==> src/alfs_pkg.sv <==
// Shared widths, request and status codes and the response record for the
// slot-store linked list. No dependencies.
package alfs_pkg;

   localparam int CAPACITY_DEF = 64;
   localparam int MODE_W       = 2;
   localparam int SLOT_W       = 6;
   localparam int HANDLE_W     = 32;
   localparam int STATUS_W     = 2;

   localparam logic [MODE_W-1:0] MODE_INSERT = 2'd0;
   localparam logic [MODE_W-1:0] MODE_APPEND = 2'd1;
   localparam logic [MODE_W-1:0] MODE_ERASE  = 2'd2;
   localparam logic [MODE_W-1:0] MODE_READ   = 2'd3;

   localparam logic [STATUS_W-1:0] ST_OK     = 2'd0;
   localparam logic [STATUS_W-1:0] ST_FULL   = 2'd1;
   localparam logic [STATUS_W-1:0] ST_RANGE  = 2'd2;
   localparam logic [STATUS_W-1:0] ST_UNUSED = 2'd3;

   typedef struct packed {
      logic [STATUS_W-1:0] status;
      logic [SLOT_W-1:0]   used_slot;
      logic [HANDLE_W-1:0] slot_key;
      logic [HANDLE_W-1:0] slot_value;
      logic [SLOT_W-1:0]   next_slot;
      logic [SLOT_W-1:0]   prev_slot;
      logic [SLOT_W-1:0]   element_count;
   } rsp_type;

endpackage

==> src/alfs_ifs.sv <==
// Valid/ready channel interfaces for requests and responses of the
// slot-store linked list. Depends on alfs_pkg.
interface alfs_req_if;
   logic                           valid;
   logic                           ready;
   logic [alfs_pkg::MODE_W-1:0]    mode;
   logic [alfs_pkg::SLOT_W-1:0]    slot_index;
   logic [alfs_pkg::HANDLE_W-1:0]  key_handle;
   logic [alfs_pkg::HANDLE_W-1:0]  value_handle;

   modport source (output valid, output mode, output slot_index, output key_handle,
                   output value_handle, input ready);
   modport sink (input valid, input mode, input slot_index, input key_handle,
                 input value_handle, output ready);
endinterface

interface alfs_rsp_if;
   logic                           valid;
   logic                           ready;
   logic [alfs_pkg::STATUS_W-1:0]  status;
   logic [alfs_pkg::SLOT_W-1:0]    used_slot;
   logic [alfs_pkg::HANDLE_W-1:0]  slot_key;
   logic [alfs_pkg::HANDLE_W-1:0]  slot_value;
   logic [alfs_pkg::SLOT_W-1:0]    next_slot;
   logic [alfs_pkg::SLOT_W-1:0]    prev_slot;
   logic [alfs_pkg::SLOT_W-1:0]    element_count;

   modport source (output valid, output status, output used_slot, output slot_key,
                   output slot_value, output next_slot, output prev_slot,
                   output element_count, input ready);
   modport sink (input valid, input status, input used_slot, input slot_key,
                 input slot_value, input next_slot, input prev_slot,
                 input element_count, output ready);
endinterface

==> src/alfs_rsp_stage.sv <==
// Output register of the response channel: holds one finished response until
// it is taken. Depends on alfs_pkg and alfs_rsp_if.
module alfs_rsp_stage (
   input  logic              clock,
   input  logic              reset,
   input  logic              load,
   input  alfs_pkg::rsp_type data,
   output logic              can_load,
   alfs_rsp_if.source        rsp_ch
);

   logic              valid_ff;
   logic              valid_in;
   alfs_pkg::rsp_type data_ff;

   assign can_load = !valid_ff || rsp_ch.ready;

   always_comb begin
      valid_in = valid_ff;
      if (load) begin
         valid_in = 1'b1;
      end else if (rsp_ch.ready) begin
         valid_in = 1'b0;
      end
   end

   always_ff @(posedge clock) begin
      if (reset) begin
         valid_ff <= 1'b0;
      end else begin
         valid_ff <= valid_in;
      end
   end

   always_ff @(posedge clock) begin
      if (load) begin
         data_ff <= data;
      end
   end

   assign rsp_ch.valid         = valid_ff;
   assign rsp_ch.status        = data_ff.status;
   assign rsp_ch.used_slot     = data_ff.used_slot;
   assign rsp_ch.slot_key      = data_ff.slot_key;
   assign rsp_ch.slot_value    = data_ff.slot_value;
   assign rsp_ch.next_slot     = data_ff.next_slot;
   assign rsp_ch.prev_slot     = data_ff.prev_slot;
   assign rsp_ch.element_count = data_ff.element_count;

endmodule

==> src/array_linked_list_free_slots_core.sv <==
// Top level of the slot-store doubly linked list with a LIFO free chain.
// Depends on alfs_pkg, alfs_ifs (channel interfaces) and alfs_rsp_stage.
//
// The block keeps a circular doubly linked list in CAPACITY slots, slot 0
// being the sentinel whose next link is the front and whose prev link is the
// back. Unused slots form a last-in-first-out free chain through the next
// links. After reset the block runs a clearing pass over every slot that
// rebuilds the link memories; no request is taken during that time. Each
// request then occupies the block from the cycle in which it is accepted
// through the cycle in which its response is placed in a free output
// register: a read visits S_LOOK and S_DONE, an erase S_LOOK, S_ERA_W and
// S_DONE, an insert after a slot S_INS_A, S_INS_N, S_INS_W and S_DONE, an
// append S_APPEND before those, and a request rejected by the index check
// only S_DONE. These steps come from the single-port next-link memory: every
// link entry a request reads or changes is touched in a step of its own, and
// each read is registered. One request is worked on at a time; the next one
// is taken as soon as the previous response has been placed in the output
// register, even while that response still waits for the consumer. A full
// store answers an insert with status full rather than growing.
module array_linked_list_free_slots_core #(
   parameter int CAPACITY = alfs_pkg::CAPACITY_DEF
) (
   input  logic       clock,
   input  logic       reset,
   alfs_req_if.sink   req_ch,
   alfs_rsp_if.source rsp_ch
);

   localparam int                IDX_W = $clog2(CAPACITY);
   localparam logic [IDX_W-1:0]  LAST  = IDX_W'(CAPACITY - 1);

   // Sequencer states.
   localparam logic [3:0] S_CLEAR  = 4'd0;
   localparam logic [3:0] S_IDLE   = 4'd1;
   localparam logic [3:0] S_APPEND = 4'd2;
   localparam logic [3:0] S_INS_A  = 4'd3;
   localparam logic [3:0] S_INS_N  = 4'd4;
   localparam logic [3:0] S_INS_W  = 4'd5;
   localparam logic [3:0] S_LOOK   = 4'd6;
   localparam logic [3:0] S_ERA_W  = 4'd7;
   localparam logic [3:0] S_DONE   = 4'd8;

   // Link memories. The next-link memory carries the in-use flag in its top
   // bit. The handle memory holds key and value side by side.
   logic [IDX_W:0]                      nxt_mem [CAPACITY];
   logic [IDX_W-1:0]                    prv_mem [CAPACITY];
   logic [2*alfs_pkg::HANDLE_W-1:0]     kv_mem  [CAPACITY];

   logic [IDX_W:0]                      nxt_q;
   logic [IDX_W-1:0]                    prv_q;
   logic [2*alfs_pkg::HANDLE_W-1:0]     kv_q;

   logic                                nxt_we;
   logic [IDX_W-1:0]                    nxt_addr;
   logic [IDX_W:0]                      nxt_wdata;
   logic                                prv_we;
   logic [IDX_W-1:0]                    prv_addr;
   logic [IDX_W-1:0]                    prv_wdata;
   logic                                kv_we;
   logic [IDX_W-1:0]                    kv_addr;

   // Sequencer and list state.
   logic [3:0]                          state_ff, state_in;
   logic [IDX_W-1:0]                    clr_ff, clr_in;
   logic [alfs_pkg::MODE_W-1:0]         mode_ff, mode_in;
   logic [IDX_W-1:0]                    slot_ff, slot_in;
   logic [IDX_W-1:0]                    a_ff, a_in;
   logic [IDX_W-1:0]                    succ_ff, succ_in;
   logic [alfs_pkg::HANDLE_W-1:0]       key_ff, key_in;
   logic [alfs_pkg::HANDLE_W-1:0]       val_ff, val_in;
   logic [alfs_pkg::STATUS_W-1:0]       status_ff, status_in;
   logic [IDX_W-1:0]                    free_head_ff, free_head_in;
   logic [IDX_W-1:0]                    count_ff, count_in;

   logic                                req_fire;
   logic [IDX_W-1:0]                    req_idx;
   logic                                req_beyond;
   logic [IDX_W-1:0]                    clr_link;
   logic                                rsp_can_load;
   logic                                rsp_load;
   alfs_pkg::rsp_type                   rsp_data;

   assign req_ch.ready = (state_ff == S_IDLE);
   assign req_fire     = req_ch.valid && req_ch.ready;
   assign req_idx      = IDX_W'(req_ch.slot_index);
   assign req_beyond   = (32'(req_ch.slot_index) >= 32'(CAPACITY));
   assign clr_link     = ((clr_ff == '0) || (clr_ff == LAST)) ? '0 : clr_ff + 1'b1;

   // Memory ports: addresses and writes for each sequencer step.
   always_comb begin
      nxt_we    = 1'b0;
      nxt_addr  = a_ff;
      nxt_wdata = '0;
      prv_we    = 1'b0;
      prv_addr  = a_ff;
      prv_wdata = '0;
      kv_we     = 1'b0;
      kv_addr   = slot_ff;
      unique case (state_ff)
         S_CLEAR: begin
            nxt_we    = 1'b1;
            nxt_addr  = clr_ff;
            nxt_wdata = {clr_ff == '0, clr_link};
            prv_we    = 1'b1;
            prv_addr  = clr_ff;
         end
         S_IDLE: begin
            nxt_addr = req_idx;
            prv_addr = (req_ch.mode == alfs_pkg::MODE_APPEND) ? '0 : req_idx;
            kv_addr  = req_idx;
         end
         S_APPEND: begin
            nxt_addr = prv_q;
         end
         S_INS_A: begin
            nxt_addr = free_head_ff;
         end
         S_INS_N: begin
            // Link the new slot in after the anchor and before its successor.
            nxt_we    = 1'b1;
            nxt_addr  = a_ff;
            nxt_wdata = {1'b1, free_head_ff};
            prv_we    = 1'b1;
            prv_addr  = succ_ff;
            prv_wdata = free_head_ff;
            kv_we     = 1'b1;
            kv_addr   = free_head_ff;
         end
         S_INS_W: begin
            nxt_we    = 1'b1;
            nxt_addr  = slot_ff;
            nxt_wdata = {1'b1, succ_ff};
            prv_we    = 1'b1;
            prv_addr  = slot_ff;
            prv_wdata = a_ff;
         end
         S_LOOK: begin
            // Unlink: the neighbors of an in-use slot are in use themselves.
            if (nxt_q[IDX_W] && (mode_ff == alfs_pkg::MODE_ERASE)) begin
               nxt_we    = 1'b1;
               nxt_addr  = prv_q;
               nxt_wdata = {1'b1, nxt_q[IDX_W-1:0]};
               prv_we    = 1'b1;
               prv_addr  = nxt_q[IDX_W-1:0];
               prv_wdata = prv_q;
            end
         end
         S_ERA_W: begin
            nxt_we    = 1'b1;
            nxt_addr  = slot_ff;
            nxt_wdata = {1'b0, free_head_ff};
         end
         S_DONE: begin
         end
         default: begin
         end
      endcase
   end

   always_ff @(posedge clock) begin
      if (nxt_we) begin
         nxt_mem[nxt_addr] <= nxt_wdata;
      end
      nxt_q <= nxt_mem[nxt_addr];
   end

   always_ff @(posedge clock) begin
      if (prv_we) begin
         prv_mem[prv_addr] <= prv_wdata;
      end
      prv_q <= prv_mem[prv_addr];
   end

   always_ff @(posedge clock) begin
      if (kv_we) begin
         kv_mem[kv_addr] <= {key_ff, val_ff};
      end
      kv_q <= kv_mem[kv_addr];
   end

   // Sequencer.
   always_comb begin
      state_in     = state_ff;
      clr_in       = clr_ff;
      mode_in      = mode_ff;
      slot_in      = slot_ff;
      a_in         = a_ff;
      succ_in      = succ_ff;
      key_in       = key_ff;
      val_in       = val_ff;
      status_in    = status_ff;
      free_head_in = free_head_ff;
      count_in     = count_ff;
      unique case (state_ff)
         S_CLEAR: begin
            clr_in = clr_ff + 1'b1;
            if (clr_ff == LAST) begin
               state_in = S_IDLE;
            end
         end
         S_IDLE: begin
            if (req_fire) begin
               mode_in   = req_ch.mode;
               slot_in   = req_idx;
               a_in      = req_idx;
               key_in    = req_ch.key_handle;
               val_in    = req_ch.value_handle;
               status_in = alfs_pkg::ST_OK;
               if (((req_ch.mode != alfs_pkg::MODE_APPEND) && req_beyond) ||
                   ((req_ch.mode == alfs_pkg::MODE_ERASE) && (req_ch.slot_index == '0))) begin
                  status_in = alfs_pkg::ST_RANGE;
                  state_in  = S_DONE;
               end else if (req_ch.mode == alfs_pkg::MODE_INSERT) begin
                  state_in = S_INS_A;
               end else if (req_ch.mode == alfs_pkg::MODE_APPEND) begin
                  state_in = S_APPEND;
               end else begin
                  state_in = S_LOOK;
               end
            end
         end
         S_APPEND: begin
            // The back of the list is the sentinel's predecessor.
            a_in     = prv_q;
            state_in = S_INS_A;
         end
         S_INS_A: begin
            if (!nxt_q[IDX_W]) begin
               status_in = alfs_pkg::ST_UNUSED;
               state_in  = S_DONE;
            end else if (free_head_ff == '0) begin
               status_in = alfs_pkg::ST_FULL;
               state_in  = S_DONE;
            end else begin
               succ_in  = nxt_q[IDX_W-1:0];
               state_in = S_INS_N;
            end
         end
         S_INS_N: begin
            slot_in      = free_head_ff;
            free_head_in = nxt_q[IDX_W-1:0];
            state_in     = S_INS_W;
         end
         S_INS_W: begin
            count_in = count_ff + 1'b1;
            state_in = S_DONE;
         end
         S_LOOK: begin
            if (!nxt_q[IDX_W]) begin
               status_in = alfs_pkg::ST_UNUSED;
               state_in  = S_DONE;
            end else begin
               succ_in = nxt_q[IDX_W-1:0];
               a_in    = prv_q;
               // The sentinel carries no handles.
               if (slot_ff == '0) begin
                  key_in = '0;
                  val_in = '0;
               end else begin
                  key_in = kv_q[2*alfs_pkg::HANDLE_W-1:alfs_pkg::HANDLE_W];
                  val_in = kv_q[alfs_pkg::HANDLE_W-1:0];
               end
               state_in = (mode_ff == alfs_pkg::MODE_ERASE) ? S_ERA_W : S_DONE;
            end
         end
         S_ERA_W: begin
            free_head_in = slot_ff;
            count_in     = count_ff - 1'b1;
            state_in     = S_DONE;
         end
         S_DONE: begin
            if (rsp_can_load) begin
               state_in = S_IDLE;
            end
         end
         default: begin
            state_in = S_IDLE;
         end
      endcase
   end

   always_ff @(posedge clock) begin
      if (reset) begin
         state_ff     <= S_CLEAR;
         clr_ff       <= '0;
         free_head_ff <= IDX_W'(1);
         count_ff     <= '0;
      end else begin
         state_ff     <= state_in;
         clr_ff       <= clr_in;
         free_head_ff <= free_head_in;
         count_ff     <= count_in;
      end
   end

   always_ff @(posedge clock) begin
      mode_ff   <= mode_in;
      slot_ff   <= slot_in;
      a_ff      <= a_in;
      succ_ff   <= succ_in;
      key_ff    <= key_in;
      val_ff    <= val_in;
      status_ff <= status_in;
   end

   // Response assembly: an error reports zeros apart from status and count.
   always_comb begin
      rsp_data               = '0;
      rsp_data.status        = status_ff;
      rsp_data.element_count = alfs_pkg::SLOT_W'(count_ff);
      if (status_ff == alfs_pkg::ST_OK) begin
         rsp_data.used_slot  = alfs_pkg::SLOT_W'(slot_ff);
         rsp_data.slot_key   = key_ff;
         rsp_data.slot_value = val_ff;
         rsp_data.next_slot  = alfs_pkg::SLOT_W'(succ_ff);
         rsp_data.prev_slot  = alfs_pkg::SLOT_W'(a_ff);
      end
   end

   assign rsp_load = (state_ff == S_DONE) && rsp_can_load;

   alfs_rsp_stage u_rsp_stage (
      .clock    (clock),
      .reset    (reset),
      .load     (rsp_load),
      .data     (rsp_data),
      .can_load (rsp_can_load),
      .rsp_ch   (rsp_ch)
   );

   // Every non-sentinel slot is either in the list or on the free chain, so
   // an empty chain means a full list. The count trails the free head by one
   // step during an insert.
   a_free_matches_count: assert property (@(posedge clock) disable iff (reset)
      (state_ff != S_INS_W) |-> ((free_head_ff == '0) == (count_ff == LAST)))
      else $error("free chain and element count disagree");

   a_count_bounded: assert property (@(posedge clock) disable iff (reset)
      count_ff <= LAST)
      else $error("element count beyond capacity");

   a_sentinel_kept: assert property (@(posedge clock) disable iff (reset)
      (state_ff == S_ERA_W) |-> (slot_ff != '0))
      else $error("sentinel slot put on the free chain");

   a_one_at_a_time: assert property (@(posedge clock) disable iff (reset)
      req_fire |=> !req_ch.ready)
      else $error("request taken while another is in progress");

   a_load_once: assert property (@(posedge clock) disable iff (reset)
      rsp_load |=> (state_ff == S_IDLE))
      else $error("response loaded without returning to idle");

endmodule
==> src/flat_wrapper.sv <==
// flat-port wrapper written by rule: the top's interface ports become plain ports
module array_linked_list_free_slots_core_flat 
#(
   parameter int CAPACITY = alfs_pkg::CAPACITY_DEF
)
  (clock, reset, req_ch_valid, req_ch_mode, req_ch_slot_index, req_ch_key_handle, req_ch_value_handle, req_ch_ready, rsp_ch_valid, rsp_ch_status, rsp_ch_used_slot, rsp_ch_slot_key, rsp_ch_slot_value, rsp_ch_next_slot, rsp_ch_prev_slot, rsp_ch_element_count, rsp_ch_ready);
  alfs_req_if req_ch_i ();
  alfs_rsp_if rsp_ch_i ();
  input  logic clock;
  input  logic reset;
  input wire logic [$bits(req_ch_i.valid)-1:0] req_ch_valid;
  input wire logic [$bits(req_ch_i.mode)-1:0] req_ch_mode;
  input wire logic [$bits(req_ch_i.slot_index)-1:0] req_ch_slot_index;
  input wire logic [$bits(req_ch_i.key_handle)-1:0] req_ch_key_handle;
  input wire logic [$bits(req_ch_i.value_handle)-1:0] req_ch_value_handle;
  output wire logic [$bits(req_ch_i.ready)-1:0] req_ch_ready;
  output wire logic [$bits(rsp_ch_i.valid)-1:0] rsp_ch_valid;
  output wire logic [$bits(rsp_ch_i.status)-1:0] rsp_ch_status;
  output wire logic [$bits(rsp_ch_i.used_slot)-1:0] rsp_ch_used_slot;
  output wire logic [$bits(rsp_ch_i.slot_key)-1:0] rsp_ch_slot_key;
  output wire logic [$bits(rsp_ch_i.slot_value)-1:0] rsp_ch_slot_value;
  output wire logic [$bits(rsp_ch_i.next_slot)-1:0] rsp_ch_next_slot;
  output wire logic [$bits(rsp_ch_i.prev_slot)-1:0] rsp_ch_prev_slot;
  output wire logic [$bits(rsp_ch_i.element_count)-1:0] rsp_ch_element_count;
  input wire logic [$bits(rsp_ch_i.ready)-1:0] rsp_ch_ready;
  assign req_ch_i.valid = req_ch_valid;
  assign req_ch_i.mode = req_ch_mode;
  assign req_ch_i.slot_index = req_ch_slot_index;
  assign req_ch_i.key_handle = req_ch_key_handle;
  assign req_ch_i.value_handle = req_ch_value_handle;
  assign req_ch_ready = req_ch_i.ready;
  assign rsp_ch_valid = rsp_ch_i.valid;
  assign rsp_ch_status = rsp_ch_i.status;
  assign rsp_ch_used_slot = rsp_ch_i.used_slot;
  assign rsp_ch_slot_key = rsp_ch_i.slot_key;
  assign rsp_ch_slot_value = rsp_ch_i.slot_value;
  assign rsp_ch_next_slot = rsp_ch_i.next_slot;
  assign rsp_ch_prev_slot = rsp_ch_i.prev_slot;
  assign rsp_ch_element_count = rsp_ch_i.element_count;
  assign rsp_ch_i.ready = rsp_ch_ready;
  array_linked_list_free_slots_core #(.CAPACITY(CAPACITY)) u_core (.clock(clock), .reset(reset), .req_ch(req_ch_i), .rsp_ch(rsp_ch_i));
endmodule
==> config.mk <==
export PLATFORM = sky130hd
export DESIGN_NAME = array_linked_list_free_slots_core_flat
export DESIGN_NICKNAME = d
export VERILOG_FILES = /design/src/alfs_pkg.sv /design/src/alfs_ifs.sv /design/src/alfs_rsp_stage.sv /design/src/array_linked_list_free_slots_core.sv /design/src/flat_wrapper.sv
export SDC_FILE = /design/constraint.sdc
export NUM_CORES = 2
export LEC_CHECK = 0
export ABC_AREA = 0
export BUFFER_PORTS_ARGS = -buffer_cell sky130_fd_sc_hd__buf_2
export CORE_ASPECT_RATIO = 0.5
export CORE_UTILIZATION = 50
export DETAILED_ROUTE_END_ITERATION = 8
export PLACE_DENSITY = 0.64
export SETUP_SLACK_MARGIN = 0.2
export SLEW_MARGIN = 20
export SYNTH_ARGS = -nofsm -noshare
export SYNTH_HDL_FRONTEND = slang
export SYNTH_MEMORY_MAX_BITS = 65536
export SYNTH_SLANG_ARGS = --single-unit
==> constraint.sdc <==
create_clock -name clock -period 11.6 [get_ports clock]
set_input_delay 2.32 -clock clock [delete_from_list [all_inputs] [get_ports clock]]
set_output_delay 2.32 -clock clock [all_outputs]
set_load 0.05 [all_outputs]
==> summary.md <==
| Metric | Value |
|---|---|
| Status | `complete, no violations` |
| Max H-tree Level | `5` |
| GR Overflow Total | `0` |
| P_int | `28500 µW` |
| Post-route cell area | `213000 µm²` |
| RSZ-0062 raised after global routing | `no` |
| Fraction of layout cells with a size suffix above 1 | `0.117` |
| I/O pin cnt | `168` |
| Area Overhead vs Synth | `11.6%` |
| Critical Path Fanout Max | `128` |
| GP Congestion | `0.916` |
| Max-cap viol count | `0` |
| CTS Root Buffer Type | `clkbuf_16` |
| Final hold slack | `0.465 ns` |
| Worst skew pair latency | `1.01 ns` |
| Die width | `875 µm` |
| Clock network fraction of total power | `0.415` |
| Standard-cell rows | `159` |
| Worst Tran Pin Value | `1.33 ns` |
| First-pass DRT Iterations | `7` |
| Die Ht | `439 µm` |
| Via count | `113000` |
| Worst-path clk slew | `0.07 ns` |
| Area of the core | `377000 µm²` |
| Cell count after synthesis | `10700` |
| Number of buffers created by CTS | `441` |
| All-layer global routing usage | `0.305` |
| Cell Area, Synth | `191000 µm²` |
| F_max | `154 MHz` |
| Pins Over Slew Limit | `0` |
| Post-CTS Repair Setup Buffers | `0` |
| Pwr Total | `35700 µW` |
| Crit path time final | `6.48 ns` |
| Setup crit end kind | `register` |
| Commonest non-fill, non-tap cell in the layout | `edfxtp_1` |
| Ys flop type | `edfxtp_1` |
| Post-synth cell types | `88` |
| Count of state elements after synthesis | `5204` |
| Final wirelength | `603000 µm` |
| Synth Warn # | `0` |
| Post-synth ARST share | `0` |
| Pleak | `0.0655 µW` |
| Cts hold-fix bufs | `0` |
| Clk buf depth | `4` |
| Fin. Hold Viols | `0` |
| Initial antenna violation count | `34` |
| Nets | `11000` |
| # clock sinks | `5204` |
| P_sw | `7140 µW` |
| Combinational power share | `0.013` |
| Headroom to the max-slew limit | `0.116` |
| Most frequent cells in the layout | `edfxtp_1 (5104), a22oi_1 (1402), nand2_1 (613)` |
| Layout Cells excl Fill | `16400` |
| Placed Area | `199000 µm²` |
| Sw Ratio | `0.200` |
| Mapped Nets | `10800` |
| PD cells | `168 nW/µm²` |
| First-pass GRT wire length | `827000 µm` |
| Final Skew | `0.0990 ns` |
| Sequential Power Share | `0.572` |
| Required time of the critical path | `12.53 ns` |
| Starting DRC count in detailed routing | `20500` |
| Worst VDD drop | `0.000144 V` |
| Largest net degree at the start of global routing | `143` |
| Dpl hpwl | `306000 µm` |
| DR WL/cell | `36.8 µm` |
| Number of global-route vias before repair | `105000` |
| Antenna viol nets, final | `0` |
| Seq/Total Area, Yosys | `0.815` |
| EDFF count, synth | `5104` |
| Setup tns final | `0 ns` |
| Post-route DRC violation count | `0` |
| CTS resizes | `0` |
| Hold/Removal Path Class | `reg -> reg` |
| Period utilization | `0.559` |
| Vias per std cell | `6.88` |
| Starting Density | `0.505` |
| Final setup violation count | `0` |
| Port Buffer Count | `167` |
| CTS tree | `done` |
| Post-Synthesis Mean Instance Area | `17.8 µm²` |
| DP Cell Count | `15600` |
| Die Area | `384000 µm²` |
| Critical setup path kind | `reg -> reg` |
| Arr. time, crit path | `7.41 ns` |
| CP Launch Type | `register` |
[cells by family after synthesis]
family,after synthesis,synth area share
muxes,123,0.00828
adders and majority gates,7,0.000499
xor gates and xnor gates,12,0.000551
buffers and inverters,723,0.0166
AOI/OAI and AO/OA,3118,0.123
DFF,5204,0.815
and+or+nand+nor,1496,0.0369
[critical path: stages, from the launching register on]
cell and delay (ns):
dfxtp_1 0.30, buf_4 0.25, nor4b_4 0.77, nor2_2 0.25, a221oi_4 0.56, nand2_1 0.25, nor2_4 0.68, buf_4 0.68
buf_12 0.61, buf_4 0.93, a221oi_1 0.24, a31oi_1 0.27, nor4_1 0.15, nand3_1 0.09
[metrics by stage]
| stage | util | setup WS [ns] |
|---|---|---|
| 2_1_floorplan | - | 4.56 |
| 3_3_place_gp | 0.526 | 4.44 |
| 3_5_place_dp | 0.526 | 4.40 |
| 4_1_cts | 0.563 | 5.29 |
| 5_1_grt | 0.564 | 5.01 |
| 6_report | 0.564 | 5.12 |
[path summary, 6_finish.rpt]
check                                                     start  slack, ns  depth (start not counted)                                                    to
worst max-delay path            u_core.state_ff[1]$_SDFFE_PP0P_       5.12                         13                               u_core.kv_q[43]$_DFF_P_
worst min register to register  u_core.count_ff[3]$_SDFFE_PP0N_       0.47                          0  u_core.u_rsp_stage.rsp_ch.element_count[3]$_DFFE_PP_
worst max register to register  u_core.state_ff[1]$_SDFFE_PP0P_       5.12                         13                               u_core.kv_q[43]$_DFF_P_
worst min-delay path            u_core.count_ff[3]$_SDFFE_PP0N_       0.47                          0  u_core.u_rsp_stage.rsp_ch.element_count[3]$_DFFE_PP_
[power by group through the flow]
stage | combinational (µW) | clock (µW) | sequential, µW
after floorplan | 267 | 0 | 20800
after global placement | 442 | 0 | 20800
after detailed placement | 448 | 0 | 20800
after CTS | 451 | 14800 | 20400
after global routing | 484 | 15500 | 20400
final | 456 | 14800 | 20400
[synthesized netlist by cell type (9+ instances only)]
cell       number  share of area
a211oi_1       67         0.0026
a21o_1         15        0.00059
a21oi_1       250         0.0066
a221o_1        12        0.00063
a221oi_1      366          0.017
a22o_1        343          0.016
a22oi_1      1402          0.055
a311o_1        11        0.00058
a311oi_1       27         0.0012
a31oi_1       358          0.012
a32oi_1        51         0.0023
a41oi_1        43         0.0020
and2_1         90         0.0030
and3_1         68         0.0022
buf_1          74         0.0015
buf_2         263         0.0069
buf_4          17        0.00067
clkbuf_1      350         0.0069
dfxtp_1       100          0.011
edfxtp_1     5104           0.80
inv_1          11        0.00022
mux2i_1        89         0.0047
mux4_2         27         0.0032
nand2_1       620          0.012
nand2b_1        9        0.00030
nand3_1       163         0.0043
nand4_1       143         0.0047
nor2_1        256         0.0050
nor3_1         18        0.00047
nor4_1         71         0.0023
o2111ai_1      14        0.00064
o21ai_0        93         0.0024
or3_1          13        0.00043
[layout make-up]
type | count | area (µm²)
fillers | 28200 | 165000
flip-flops and latches | 5204 | 155000
multi-input cells | 4756 | 33000
clock buffers | 571 | 11900
well taps | 5071 | 6340
repair buffers | 522 | 3980
clock inverters | 244 | 2190
inverters | 11 | 41.3
diodes | 15 | 37.5
[routing by layer]
| layer | GRT usage | routed length (µm) |
|---|---|---|
| met5 | 0 | 122 |
| met4 | 0.119 | 27300 |
| met3 | 0.0824 | 83200 |
| met2 | 0.450 | 265000 |
| met1 | 0.436 | 227000 |
[state kept, by name, indices dropped and copies added, names as in the netlist, 4 cells and up]
register	flops
u_core.nxt_mem	448
u_core.key_ff	32
u_core.val_ff	32
u_core.state_ff	4
u_core.kv_mem	4096
u_core.succ_ff	6
u_core.nxt_q	7
u_core.count_ff	6
u_core.u_rsp_stage.rsp_ch.prev_slot	6
u_core.free_head_ff	6
u_core.u_rsp_stage.rsp_ch.next_slot	6
u_core.kv_q	64
u_core.prv_mem	384
u_core.prv_q	6
u_core.u_rsp_stage.rsp_ch.element_count	6
u_core.a_ff	6
u_core.u_rsp_stage.rsp_ch.slot_value	32
u_core.clr_ff	6
u_core.slot_ff	6
u_core.u_rsp_stage.rsp_ch.slot_key	32
u_core.u_rsp_stage.rsp_ch.used_slot	6
Note: power is estimated with default switching activity, not from simulation.
